File: src/design/gscp_pkg.sv
package gscp_pkg;

	localparam int MAX_CANDIDATES_DEF = 4096;
	localparam int VECTOR_WORDS_DEF   = 7;
	localparam int PATTERN_BITS_DEF   = 7;

	localparam int WORD_W    = 64;
	localparam int ID_MASK_W = 30;
	localparam int GAIN_W    = 9;

	typedef enum logic [1:0] {
		REQ_LOAD_CAND = 2'd0,
		REQ_LOAD_UNC  = 2'd1,
		REQ_PICK      = 2'd2,
		REQ_NONE      = 2'd3
	} req_t;

	typedef enum logic [1:0] {
		ST_PICKED = 2'd0,
		ST_EMPTY  = 2'd1,
		ST_STUCK  = 2'd2
	} pick_status_t;

	typedef enum logic [0:0] {
		CFG_SCENARIO = 1'd0,
		CFG_COUNT    = 1'd1
	} cfg_reg_t;

	typedef enum logic [2:0] {
		FSM_IDLE,
		FSM_SCAN,
		FSM_DRAIN,
		FSM_CLEAR_RD,
		FSM_CLEAR_WB,
		FSM_RESULT
	} fsm_t;

	typedef struct packed {
		logic start;
		logic issue;
	} scan_ctl_t;

endpackage

File: src/design/gscp_scan.sv
module gscp_scan #(
	parameter int MAX_CANDIDATES = gscp_pkg::MAX_CANDIDATES_DEF,
	parameter int VECTOR_WORDS   = gscp_pkg::VECTOR_WORDS_DEF,
	parameter int PATTERN_BITS   = gscp_pkg::PATTERN_BITS_DEF,
	localparam int AW = (MAX_CANDIDATES > 1) ? $clog2(MAX_CANDIDATES) : 1,
	localparam int GW = $clog2(VECTOR_WORDS * gscp_pkg::WORD_W + 1),
	localparam int PW = $clog2(gscp_pkg::WORD_W + 1)
) (
	input  logic                            clk,
	input  logic                            arst_n,
	input  gscp_pkg::scan_ctl_t             ctl,
	input  logic [AW-1:0]                   addr,
	input  logic [gscp_pkg::WORD_W-1:0]     uncov [VECTOR_WORDS],
	input  logic [PATTERN_BITS-1:0]         scen,
	input  logic [gscp_pkg::WORD_W-1:0]     rd_row [VECTOR_WORDS],
	input  logic [gscp_pkg::ID_MASK_W-1:0]  rd_mask,
	input  logic [PATTERN_BITS-1:0]         rd_pat,
	output logic [GW-1:0]                   lead_gain,
	output logic [gscp_pkg::ID_MASK_W-1:0]  lead_mask,
	output logic [AW-1:0]                   lead_slot,
	output logic                            busy
);

	logic                           valid_s1, valid_s2;
	logic [AW-1:0]                  idx_s1, idx_s2;
	logic [PW-1:0]                  cnt_s2 [VECTOR_WORDS];
	logic                           qual_s2;
	logic [gscp_pkg::ID_MASK_W-1:0] mask_s2;
	logic [GW-1:0]                  gain;
	logic                           better;
	logic [GW-1:0]                  lead_gain_q;
	logic [gscp_pkg::ID_MASK_W-1:0] lead_mask_q;
	logic [AW-1:0]                  lead_slot_q;

	always_ff @(posedge clk or negedge arst_n) begin
		if (!arst_n) begin
			valid_s1 <= 1'b0;
			valid_s2 <= 1'b0;
		end else begin
			valid_s1 <= ctl.issue;
			valid_s2 <= valid_s1;
		end
	end

	always_ff @(posedge clk) begin
		idx_s1  <= addr;
		idx_s2  <= idx_s1;
		mask_s2 <= rd_mask;
		qual_s2 <= (rd_pat != '0) && ((rd_pat & scen) == scen);
		for (int w = 0; w < VECTOR_WORDS; w++)
			cnt_s2[w] <= PW'($countones(rd_row[w] & uncov[w]));
	end

	always_comb begin
		gain = '0;
		for (int w = 0; w < VECTOR_WORDS; w++)
			gain = gain + GW'(cnt_s2[w]);
	end

	// An equal nonzero gain is taken when the held mask is zero or the new mask is smaller.
	assign better = qual_s2 && ((gain > lead_gain_q) ||
		((gain == lead_gain_q) && (gain != '0) &&
		 ((lead_mask_q == '0) || (mask_s2 < lead_mask_q))));

	always_ff @(posedge clk or negedge arst_n) begin
		if (!arst_n) begin
			lead_gain_q <= '0;
			lead_mask_q <= '0;
			lead_slot_q <= '0;
		end else if (ctl.start) begin
			lead_gain_q <= '0;
			lead_mask_q <= '0;
			lead_slot_q <= '0;
		end else if (valid_s2 && better) begin
			lead_gain_q <= gain;
			lead_mask_q <= mask_s2;
			lead_slot_q <= idx_s2;
		end
	end

	assign lead_gain = lead_gain_q;
	assign lead_mask = lead_mask_q;
	assign lead_slot = lead_slot_q;
	assign busy      = valid_s1 || valid_s2;

	a_gain_bound: assert property (@(posedge clk) disable iff (!arst_n)
		valid_s2 |-> (32'(gain) <= VECTOR_WORDS * gscp_pkg::WORD_W))
		else $error("gain exceeds vector width");
	a_best_mono: assert property (@(posedge clk) disable iff (!arst_n)
		!ctl.start && !$past(ctl.start) |-> lead_gain_q >= $past(lead_gain_q))
		else $error("leading gain decreased during a scan");
	a_start_idle: assert property (@(posedge clk) disable iff (!arst_n)
		ctl.start |-> !busy)
		else $error("scan started with words in flight");

endmodule

File: config.mk
export PLATFORM = sky130hd
export DESIGN_NAME = gscp_scan
export DESIGN_NICKNAME = d
export VERILOG_FILES = /design/src/design/gscp_pkg.sv /design/src/design/gscp_scan.sv
export SDC_FILE = /design/constraint.sdc
export NUM_CORES = 1
export LEC_CHECK = 0
export BUFFER_PORTS_ARGS = -buffer_cell sky130_fd_sc_hd__buf_2
export CORE_AREA = 2 2 388 390
export CTS_CLUSTER_DIAMETER = 30
export CTS_CLUSTER_SIZE = 8
export DETAILED_ROUTE_END_ITERATION = 12
export DIE_AREA = 0 0 390 392
export PLACE_DENSITY = 0.33
export SLEW_MARGIN = 25
export SYNTH_ARGS = -nofsm -noshare
export SYNTH_HDL_FRONTEND = slang
export SYNTH_SLANG_ARGS = --single-unit
File: constraint.sdc
create_clock -name clk -period 8.1 [get_ports clk]
set_clock_uncertainty 0.15 [all_clocks]
set_input_delay 0.405 -clock clk [delete_from_list [all_inputs] [get_ports clk]]
set_output_delay 0.405 -clock clk [all_outputs]
set_load 0.02 [all_outputs]
Word level (Yosys, flattened, before mapping)
Memories as Yosys holds them, arrays and structs flattened.
Cells that the tools add are included.
{"block": "word_totals", "ff_bits": 108, "latchBits": 0, "mem_bits_rw": 49, "mem_bits_ro": 0, "output_inout_bits": 52, "word_cells": 487, "memories": 1}
{"block": "classes", "add_sub_neg": 447, "multipliers": 0, "n_div": 0, "magnitude_cmp": 2, "n_eq_ne": 2, "shifts": 0, "muxes": 6, "n_bitwise": 8, "reduce_logical": 12}
{"memory": "cnt_s2", "words": 7, "word_bits": 7, "read_ports": 7, "rd_ports_with_merged_regs": 0, "write_ports": 7, "line_no": "gscp_scan.sv:26", "text": "logic [PW-1:0] cnt_s2 [VECTOR_WORDS];"}
{"op": "$add 1x1->2", "n": 224}
{"op": "$and 64x64->64", "n": 7}
{"op": "$add 2x2->3", "n": 112}
{"op": "$add 3x3->4", "n": 56}
{"op": "$add 4x4->5", "n": 28}
{"op": "$add 5x5->6", "n": 14}
{"op": "$mux 30", "n": 2}
{"op": "$add 6x6->7", "n": 7}
{"op": "$add 9x7->9", "n": 4}
{"op": "$logic_not 30->1", "n": 1}
{"op": "$lt 30x30->1", "n": 1}
{"op": "$mux 12", "n": 2}
{"op": "$mux 9", "n": 2}
{"op": "$add 8x7->9", "n": 1}
{"op": "$eq 9x9->1", "n": 1}
{"op": "$gt 9x9->1", "n": 1}
{"op": "$reduce_bool 9->1", "n": 1}
{"op": "$add 7x7->8", "n": 1}
{"op": "$and 7x7->7", "n": 1}
{"op": "$eq 7x7->1", "n": 1}
{"op": "$reduce_bool 7->1", "n": 1}
{"op": "$logic_and 1x1->1", "n": 5}
{"op": "$logic_or 1x1->1", "n": 3}
{"op": "$reduce_bool 2->1", "n": 1}

Longest topological paths before layout
Gate-level depths: netlist (run 1).
{"block": "depth", "ltp_word": 14, "ltp_mapped": 23}

Worst setup path after synthesis (run 1)
Ideal clock, no wire load.
{"block": "synth_path", "kind": "input -> register", "startpoint": "in rd_row[437] (netlist bit)", "endpoint": "mem cnt_s2[0][6] (netlist bit)", "arrival_ns": 5.930, "t_required_ns": 7.836, "setup_slack_ns": 1.906, "stages": 23, "cell_sequence": "and2_1 fa_1 inv_1 fa_1 inv_1 fa_1 inv_1 fa_1 inv_1 fa_1 inv_1 fa_1 fa_1 fa_1 inv_1 ha_1 inv_1 fa_1 inv_1 a21o_1 a21oi_1 o21bai_1 a21o_1"}
{"item": "start: declaration", "line_no": "gscp_scan.sv:15", "text": "input logic [gscp_pkg::WORD_W-1:0] rd_row [VECTOR_WORDS],"}
{"item": "end: declaration", "line_no": "gscp_scan.sv:26"}

==> flow_metrics.env, run 1 <==
export IMPL_first_pass_iters=4
export IMPL_io_buffers=1007
export IMPL_tritoncts="built"
export IMPL_r2r_worst_path_cells=21
export IMPL_cp_slowest_cell="fa_1"
export IMPL_floorplan_rows=142
export IMPL_cpPeakStageDelay_ns=0.63
export IMPL_first_global_vias=19000
export IMPL_yosysTopAreaCellShare_pct=40.4
export IMPL_timing_critical_path_fanout_max=24
export IMPL_crit_path_end="lead_slot[9]$_DFFE_PN0P_"
export IMPL_fin_tns_setup_ns=0
export IMPL_ys_types=48
export IMPL_worst_ep_arrival_time_ns=6.49
export IMPL_rsz0062_at_grt="false"
export IMPL_layout_drive_gt1_share_pct=33.0
export IMPL_synth_edf_count=0
export IMPL_worst_min_delay_path_category="in -> reg"
export IMPL_yosys_warnings=0
export IMPL_regArea_um2=3410
export IMPL_io_pin_count=1008
export IMPL_timing_critical_path_max_delay_family="adder cells"
export IMPL_final_period_utilization_pct=76.8
export IMPL_insertion_delay_ns=0.49
export IMPL_syn_avg_cell_area_um2=9.71
export IMPL_die_height_um=392
export IMPL_syn_cell_area_um2=20400
export IMPL_cts_buffers=17
export IMPL_setup_ws_ns=1.88
export IMPL_synth_cells_most_frequent="562 x inv_1, 411 x fa_1, 269 x nand2_1, 192 x and2_1, 152 x ha_1"
export IMPL_drt_vias_per_instance=3.29
export IMPL_grt_start_max_net_pins=103
export IMPL_worstPathCellList="inv_1, fa_1, inv_1, fa_1, fa_1, inv_1, fa_1, inv_1, ha_1, nand3_1, o2111ai_1, o31ai_1, xnor2_1, ha_1, nand4_1, a211oi_1, o211ai_1, a211o_1, a21oi_4, buf_4, mux2i_1"
export IMPL_gp_routability_congestion=0.814
export IMPL_globalRouteOverflowTotal=0
export IMPL_dominant_synthesized_flop_cell="dfxtp_1"
export IMPL_synth_async_reset_ratio_pct=33.8
export IMPL_drc=0
export IMPL_cts_path_max_buffers=2
export IMPL_synth_cells=2099
export IMPL_most_repeated_cell_in_the_gate_level_netlist_after_synthesis="inv_1"
export IMPL_finish_net_count=4676
export IMPL_area_of_the_multi_input_gates_um2=14800
export IMPL_dp_slack_ns=1.24
export IMPL_finalCriticalPeriod_ns=6.22
export IMPL_cap_viol_max_count=0
export IMPL_place_hpwl_um=80100
export IMPL_clk_transition_reported_paths_ns=0.07
export IMPL_finalSetupViolCount=0
export IMPL_design_die_area_um2=153000
export IMPL_crit_start="cnt_s2[3][3]$_DFF_P_"
export IMPL_die_width_um=390
export IMPL_critPathBufInv=5
export IMPL_worst_ep_required_time_ns=8.36
export IMPL_rrSetupSlack_ns=1.88
export IMPL_ant_nets=0
export IMPL_core_box_area_um2=149000
export IMPL_synth_top_cells_by_area="fa_1 40%, inv_1 10%, dfxtp_1 10%, ha_1 9.3%, dfrtp_1 6.5%"
export IMPL_critPathLaunchType="flip-flop"
export IMPL_final_hold_viol_count=0
export IMPL_synthesis_stage_register_bit_count=157
export IMPL_worstMarginPinSlew_ns=0.832
export IMPL_cts_sinks=157
export IMPL_synthesis_nets=3618
export IMPL_nFillCells=16700
export IMPL_synth_top_cell_by_area="fa_1"
export IMPL_regToRegStartpoint="cnt_s2[3][3]$_DFF_P_"
export IMPL_area_growth_syn_to_layout_pct=41.6
export IMPL_wl_per_cell_um=16.7
export IMPL_timing_setup_critical_path_class="reg -> reg"
export IMPL_run_status="finished, final reports clean"
export IMPL_place_detailed_instances=5038
export IMPL_routed_via_count=16900
export IMPL_ys_seq_area_share_pct=16.7
export IMPL_final_cells=5123
export IMPL_drtIter0Drc=379
export IMPL_endpoint_kind="flip-flop"
export IMPL_slew_headroom_pct=44.5
export IMPL_track_usage_pct=11.0
export IMPL_htreeDepth=4
export IMPL_antenna_found_initial=25
export IMPL_critical_path_depth=21
export IMPL_timing_fmax_mhz=161
export IMPL_critical_path_reg2reg_endpoint="lead_slot[9]$_DFFE_PN0P_"
export IMPL_initial_core_util_pct=13.7
export IMPL_routed_wl_um=85600
export IMPL_root_buffer="clkbuf_16"
export IMPL_slew_viol_final=0
export IMPL_global_route_wire_length_before_repair_um=121000
## final cells by class
class                   count  share of cell area, %
multi-input cells        1364                   51.2
repair buffers           1055                   19.1
flip-flops and latches    157                   11.8
well taps                1944                   8.43
inverters                 562                   7.31
clock buffers              21                   1.67
clock inverters            11                  0.412
diodes                      9                 0.0781
## worst min path at each step
stage | cells after the start | slack, ns | to | start
detailed placement | 0 | 0.16 | idx_s2[8]$_DFF_P_ | idx_s1[8]$_DFF_P_
global route | 3 | 0.08 | qual_s2$_DFF_P_ | rd_pat[6]
CTS | 3 | 0.001 | qual_s2$_DFF_P_ | rd_pat[6]
finish | 3 | 0.05 | qual_s2$_DFF_P_ | rd_pat[6]
global placement | 0 | 0.16 | idx_s2[6]$_DFF_P_ | idx_s1[6]$_DFF_P_
floorplan | 0 | -0.04 | lead_gain[0]$_DFFE_PN0P_ | arst_n
## state kept, by name, summed over array words and instances (netlist names)
signal,count
cnt_s2,49
lead_mask,30
mask_s2,30
idx_s1,12
idx_s2,12
lead_slot,12
lead_gain,9
qual_s2,1
valid_s1,1
valid_s2,1
## worst min-delay path: cells and delay by family
kind / cells / cell delay [ns]
and+or+nand+nor: 2 / 0.14
buffers and inverters: 1 / 0.10
## stage by stage
| step | cell area, um2 | utilization [%] | hold slack [ns] |
|---|---|---|---|
| 2_1_floorplan | 20400 | - | -0.0406 |
| 3_3_place_gp | 27800 | 18.7 | 0.161 |
| 3_5_place_dp | 27800 | 18.7 | 0.162 |
| 4_1_cts | 28800 | 19.4 | 0.00127 |
| 5_1_grt | 28800 | 19.4 | 0.0843 |
| 6_report | 28800 | 19.4 | 0.0540 |
## per-layer routing
metal | global-route usage, % | wire [um]
met5 | 0 | 81
met4 | 2.10 | 1100
met3 | 2.76 | 5110
met2 | 19.7 | 43400
met1 | 13.4 | 35900
## cell usage in the layout, fill, tap and decap left out, types with 26 or more instances in the layout
cell | Yosys | final
fa_1 | 411 | 411
nand2_1 | 269 | 269
xnor2_1 | 26 | 26
a21oi_1 | 41 | 41
dlygate4sd3_1 | 0 | 44
dfrtp_1 | 53 | 53
inv_1 | 562 | 562
mux2i_1 | 48 | 48
and2_1 | 192 | 192
dfxtp_1 | 104 | 104
nand2b_1 | 99 | 99
buf_2 | 0 | 1006
ha_1 | 152 | 152
## cell families (layout without fill, tap and decap cells)
| group | Yosys count | in the layout | share of synthesized area, % |
|---|---|---|---|
| xor gates and xnor gates | 35 | 35 | 1.50 |
| other | 0 | 9 | 0 |
| and+or+nand+nor | 605 | 605 | 15.1 |
| buffers and inverters | 578 | 1649 | 10.8 |
| adders and majority gates | 563 | 563 | 49.7 |
| muxes | 51 | 51 | 2.52 |
| DFF | 157 | 157 | 16.7 |
| AOI/OAI and AO/OA | 110 | 110 | 3.60 |
## what timing repair did
action                    in CTS  in global routing
hold endpoints to repair      96                  0
hold buffers                  44                  0
buffers inserted               0                  0
gates resized for setup        0                  0
Power of run 1 is left out: the tool's default activity adds up to more than one toggle a clock period on the data nets, which glitch-free logic cannot reach.
==> run 2, diff against run 1 <==
- ABC_AREA: unset -> 1
- CORE_AREA: 2 2 388 390 -> 2 2 393 395
- DIE_AREA: 0 0 390 392 -> 0 0 395 397
- clock period: 8.1 -> 5.2 ns (I/O delays scaled with it)
==> flow_metrics.env, run 2 <==
export IMPL_initial_core_util_pct=13.4
export IMPL_floorplan_rows=144
export IMPL_dpl_cell_area_um2=28900
export IMPL_place_hpwl_um=79800
export IMPL_routed_via_count=18600
export IMPL_design_die_area_um2=157000
export IMPL_yosysTopAreaCellShare_pct=40.1
export IMPL_number_of_flip_flops_in_the_largest_register=49
export IMPL_synth_top_cell_by_area="fa_1"
export IMPL_core_box_area_um2=153000
export IMPL_antenna_found_initial=22
export IMPL_cts_buffers=17
export IMPL_worstMarginPinSlew_ns=1.00
export IMPL_timing_critical_path_fanout_max=2
export IMPL_worst_ep_required_time_ns=5.46
export IMPL_synth_top_cells_by_area="fa_1 40%, inv_1 14%, nand2_1 11%, dfxtp_1 10%, ha_1 9.3%"
export IMPL_synth_edf_count=0
export IMPL_first_global_vias=20800
export IMPL_cts_path_max_buffers=2
export IMPL_ys_types=34
export IMPL_gp_routability_congestion=0.835
export IMPL_critPathLaunchType="primary input"
export IMPL_tritoncts="built"
export IMPL_track_usage_pct=11.1
export IMPL_synthesis_nets=3911
export IMPL_syn_avg_cell_area_um2=8.57
export IMPL_root_buffer="clkbuf_16"
export IMPL_most_repeated_cell_in_the_gate_level_netlist_after_synthesis="inv_1"
export IMPL_endpoint_kind="flip-flop"
export IMPL_worst_ep_arrival_time_ns=5.74
export IMPL_insertion_delay_ns=0.50
export IMPL_die_width_um=395
export IMPL_drc=0
export IMPL_final_period_utilization_pct=105
export IMPL_drt_vias_per_instance=3.31
export IMPL_yosys_warnings=0
export IMPL_worst_min_delay_path_category="in -> reg"
export IMPL_io_pin_count=1008
export IMPL_syn_cell_area_um2=20500
export IMPL_wl_per_cell_um=15.8
export IMPL_die_height_um=397
export IMPL_timing_fmax_mhz=182
export IMPL_failed_checks="negative setup slack"
export IMPL_most_common_cell_after_layout_fill_and_taps_aside="buf_2"
export IMPL_grt_start_max_net_pins=71
export IMPL_rsz0062_at_grt="true"
export IMPL_synth_cells_most_frequent="774 x inv_1, 591 x nand2_1, 411 x fa_1, 152 x ha_1, 104 x dfxtp_1"
export IMPL_finalInstanceArea_um2=32000
export IMPL_largest_register="cnt_s2"
export IMPL_area_growth_syn_to_layout_pct=56.0
export IMPL_synth_cells=2392
export IMPL_setup_ws_ns=-0.283
export IMPL_globalRouteOverflowTotal=0
export IMPL_htreeDepth=4
export IMPL_final_hold_viol_count=0
export IMPL_ys_seq_area_share_pct=16.6
export IMPL_global_route_wire_length_before_repair_um=127000
export IMPL_clk_transition_reported_paths_ns=0.07
export IMPL_run_status="complete, but fails checks"
export IMPL_synth_async_reset_ratio_pct=33.8
export IMPL_layout_common_cells="951 x buf_2, 667 x inv_1, 511 x nand2_1, 346 x fa_1, 130 x ha_1"
export IMPL_dominant_synthesized_flop_cell="dfxtp_1"
export IMPL_timing_setup_critical_path_class="in -> reg"
export IMPL_synthesis_stage_register_bit_count=157
export IMPL_slew_viol_final=0
export IMPL_routed_wl_um=88700
export IMPL_nFillCells=17200
export IMPL_layout_drive_gt1_share_pct=43.4
export IMPL_ant_nets=0
export IMPL_cap_viol_max_count=0
export IMPL_finalSetupViolCount=36
export IMPL_slew_headroom_pct=33.1
export IMPL_cts_sinks=157
export IMPL_finalCriticalPeriod_ns=5.48
export IMPL_io_buffers=1007
export IMPL_finish_net_count=5089
export IMPL_drtIter0Drc=527
export IMPL_first_pass_iters=5
==> run 2: cell count changes after synthesis, sizes merged, moves of 11 or more <==
cell,delta
inv,+212
nand3,+62
mux2i,-48
nand2b,-99
and2,-191
nand4,+60
a21o,-16
nand2,+324
xnor2,-11
o21bai,-11
nor2,+23
buf,+11
==> run 2: worst max-delay path, cell delays in order <==
cell and delay (ns):
buf_8 0.09, nand2_4 0.05, fa_1 0.57, fa_2 0.48
fa_1 0.61, inv_2 0.05, fa_1 0.49, inv_1 0.05
fa_1 0.49, fa_2 0.53, fa_2 0.56, fa_2 0.43
inv_2 0.07, ha_4 0.14, inv_4 0.04, fa_2 0.36
o21ai_4 0.19, a21oi_2 0.08, o21bai_1 0.17
==> run 2: cell type report <==
class                      instances  area [um2]  area share [%]
timing repair buffer            1185        7190            22.5
tap                             2044        2560            7.99
clock inverter                    13         134           0.418
multi-input combinational       1434       15300            47.9
inverter                         775        2920            9.14
clock buffer                      19         433            1.35
sequential                       157        3430            10.7
antenna                            3        7.51          0.0235
==> run 2: worst paths after layout <==
check	to	slack, ns	from	depth (start not counted)
setup / recovery	cnt_s2[4][6]$_DFF_P_	-0.28	rd_row[171]	19
hold / removal	cnt_s2[1][0]$_DFF_P_	0.06	uncov[322]	4
setup reg to reg	lead_gain[5]$_DFFE_PN0P_	0.02	cnt_s2[5][3]$_DFF_P_	27
hold reg to reg	idx_s2[0]$_DFF_P_	0.18	idx_s1[0]$_DFF_P_	0
max in group asynchronous	lead_mask[19]$_DFFE_PN0P_	4.04	arst_n	3
min in group asynchronous	lead_mask[21]$_DFFE_PN0P_	0.33	arst_n	3
==> run 2: what timing repair did <==
item,4_1_cts,5_1_grt
pin swaps,170,167
hold buffers,47,0
endpoints found under the setup margin,92,93
hold endpoints to repair,98,0
resized for setup,235,194
cloned,5,6
buffers inserted,84,10
==> run 2: per-stage QoR <==
stage | setup TNS [ns] | setup WS (ns) | instances | utilization, % | hold slack [ns]
2_1_floorplan | -9.81 | -0.544 | 2392 | - | -0.186
3_3_place_gp | -52.13 | -1.01 | 5497 | 18.9 | 0.163
3_5_place_dp | -53.31 | -1.02 | 5497 | 18.9 | 0.163
4_1_cts | -4.96 | -0.297 | 5616 | 20.3 | 0.0416
5_1_grt | -20.23 | -0.453 | 5630 | 20.9 | 0.0596
6_report | -4.74 | -0.283 | 5630 | 20.9 | 0.0637
==> run 2: cells by family (layout without fill, tap and decap cells) <==
| kind of cell | Yosys count | after routing | synth area share [%] |
|---|---|---|---|
| buffers and inverters | 801 | 1992 | 15.0 |
| AND/OR/NAND/NOR | 768 | 768 | 15.7 |
| adder cells (fa/ha/maj) | 563 | 563 | 49.4 |
| flip-flops | 157 | 157 | 16.6 |
| AO/OA/AOI/OAI | 71 | 71 | 1.98 |
| XOR/XNOR | 32 | 32 | 1.37 |
| other | 0 | 3 | 0 |
==> run 2: per-layer routing <==
metal  share of wire (%)  vias to the layer above  track usage [%]
met1                  42                     8767             13.7
met4                 1.6                       16             2.08
met3                 4.3                       90             2.08
met5                0.10                        -                0
met2                  52                      548             20.2
li1                    -                     9201                -
Power of run 2 is left out for the same reason.
==> run 3, diff against run 2 <==
- ABC_AREA: 1 -> unset
- CAP_MARGIN: unset -> 20
- CORE_AREA: 2 2 393 395 -> 2 2 392 394
- DIE_AREA: 0 0 395 397 -> 0 0 394 396
==> flow_metrics.env, run 3 (synthesis gave the netlist of run 1 again) <==
export IMPL_run_status="complete, but fails checks"
export IMPL_failed_checks="negative setup slack"
export IMPL_largest_register="cnt_s2"
export IMPL_critPathLaunchType="primary input"
export IMPL_timing_fmax_mhz=177
export IMPL_routed_wl_um=88100
export IMPL_drtIter0Drc=446
export IMPL_slew_headroom_pct=45.0
export IMPL_hold_path_startpoint="uncov[386]"
export IMPL_cap_viol_max_count=0
export IMPL_first_global_vias=19700
export IMPL_timing_setup_critical_path_class="in -> reg"
export IMPL_hold_path_endpoint="cnt_s2[0][0]$_DFF_P_"
export IMPL_met1Wirelength_um=36600
export IMPL_design_die_area_um2=156000
export IMPL_global_route_wire_length_before_repair_um=128000
export IMPL_tritoncts="built"
export IMPL_initial_core_util_pct=13.4
export IMPL_dpl_cell_area_um2=28800
export IMPL_routed_via_count=17200
export IMPL_gp_routability_congestion=0.880
export IMPL_timing_critical_path_fanout_max=2
export IMPL_clk_transition_reported_paths_ns=0.08
export IMPL_cts_sinks=157
export IMPL_dp_slack_ns=-1.09
export IMPL_io_buffers=1007
export IMPL_layout_common_cells="987 x buf_2, 503 x inv_1, 369 x fa_1, 264 x nand2_1, 148 x and2_1"
export IMPL_ant_nets=0
export IMPL_worst_min_delay_path_category="in -> reg"
export IMPL_drt_vias_per_instance=3.24
export IMPL_layout_drive_gt1_share_pct=41.7
export IMPL_wl_met2_um=46800
export IMPL_floorplan_rows=143
export IMPL_final_period_utilization_pct=108
export IMPL_finalCriticalPeriod_ns=5.64
export IMPL_rrSetupSlack_ns=-0.31
export IMPL_area_growth_syn_to_layout_pct=51.1
export IMPL_worst_ep_arrival_time_ns=5.90
export IMPL_worstMarginPinSlew_ns=0.825
export IMPL_endpoint_kind="flip-flop"
export IMPL_wl_met3_um=3390
export IMPL_finish_net_count=4776
export IMPL_regToRegStartpoint="cnt_s2[3][1]$_DFF_P_"
export IMPL_place_hpwl_um=82000
export IMPL_globalRouteOverflowTotal=0
export IMPL_grt_start_max_net_pins=68
export IMPL_worst_ep_required_time_ns=5.47
export IMPL_die_height_um=396
export IMPL_slew_viol_final=0
export IMPL_min_path_cells=3
export IMPL_cts_buffers=17
export IMPL_setup_ws_ns=-0.437
export IMPL_antenna_found_initial=21
export IMPL_wl_per_cell_um=16.6
export IMPL_number_of_flip_flops_in_the_largest_register=49
export IMPL_cts_path_max_buffers=2
export IMPL_finalSetupViolCount=91
export IMPL_finalInstanceArea_um2=30800
export IMPL_highest_signal_layer="met5"
export IMPL_insertion_delay_ns=0.50
export IMPL_critical_path_reg2reg_endpoint="lead_gain[6]$_DFFE_PN0P_"
export IMPL_die_width_um=394
export IMPL_root_buffer="clkbuf_16"
export IMPL_most_common_cell_after_layout_fill_and_taps_aside="buf_2"
export IMPL_r2r_worst_path_cells=22
export IMPL_final_hold_viol_count=0
export IMPL_rsz0062_at_grt="true"
export IMPL_first_pass_iters=4
export IMPL_htreeDepth=4
export IMPL_track_usage_pct=11.3
export IMPL_drc=0
export IMPL_core_box_area_um2=152000
export IMPL_io_pin_count=1008
## run 3: critical path, cell delays in order
cell      delay (ns)
buf_6           0.09
and2_4          0.15
fa_1            0.59
fa_2            0.50
fa_1            0.50
inv_1           0.05
fa_1            0.47
inv_1           0.05
fa_1            0.51
inv_2           0.04
fa_1            0.57
fa_1            0.43
fa_1            0.43
inv_1           0.07
ha_2            0.19
inv_2           0.05
fa_2            0.39
inv_2           0.06
a21oi_2         0.05
o21bai_1        0.19
buf_4           0.14
xor2_1          0.13
## run 3: timing repair
action | 4_1_cts | 5_1_grt
buffers inserted | 14 | 9
hold buffers | 49 | 0
hold endpoints to repair | 98 | 0
gates cloned | 4 | 0
endpoints found under the setup margin | 93 | 93
pin swaps | 106 | 78
gates resized for setup | 162 | 59
## run 3: through the flow
| stage | TNS, ns | cells | utilization, % | hold WS (ns) |
|---|---|---|---|---|
| 4_1_cts | -26.16 | 5304 | 20.2 | 0.0854 |
| 2_1_floorplan | -13.73 | 2099 | - | -0.186 |
| 6_report | -19.27 | 5301 | 20.3 | 0.136 |
| 3_5_place_dp | -66.23 | 5213 | 19.0 | 0.162 |
| 5_1_grt | -40.45 | 5301 | 20.3 | 0.124 |
| 3_3_place_gp | -66.52 | 5213 | 19.0 | 0.161 |
## run 3: worst max-delay path by stage
stage          depth (start not counted)                   endpoint            startpoint
4_1_cts                               22       cnt_s2[6][6]$_DFF_P_             uncov[63]
3_3_place_gp                          20       cnt_s2[6][5]$_DFF_P_            rd_row[51]
6_report                              22       cnt_s2[3][4]$_DFF_P_            uncov[249]
2_1_floorplan                         23       cnt_s2[0][6]$_DFF_P_           rd_row[447]
3_5_place_dp                          20       cnt_s2[6][6]$_DFF_P_             rd_row[9]
5_1_grt                               23  lead_slot[10]$_DFFE_PN0P_  cnt_s2[1][3]$_DFF_P_
## run 3: area by class of cell
cell class                      count  area (um2)
Fill cell                       17100      121000
Multi-Input combinational cell   1364       15500
Timing Repair Buffer             1155        6620
Sequential cell                   157        3420
Tap cell                         2030        2540
Inverter                          562        2110
Clock buffer                       17         425
Clock inverter                     15         145
Antenna cell                        1        2.50
## run 3: routing by layer
metal | vias to the layer above | global-route usage, %
met5 | - | 0
met4 | 8 | 1.90
met3 | 73 | 1.68
met2 | 526 | 21.3
met1 | 8085 | 13.8
li1 | 8464 | -
Power of run 3 is left out for the same reason.
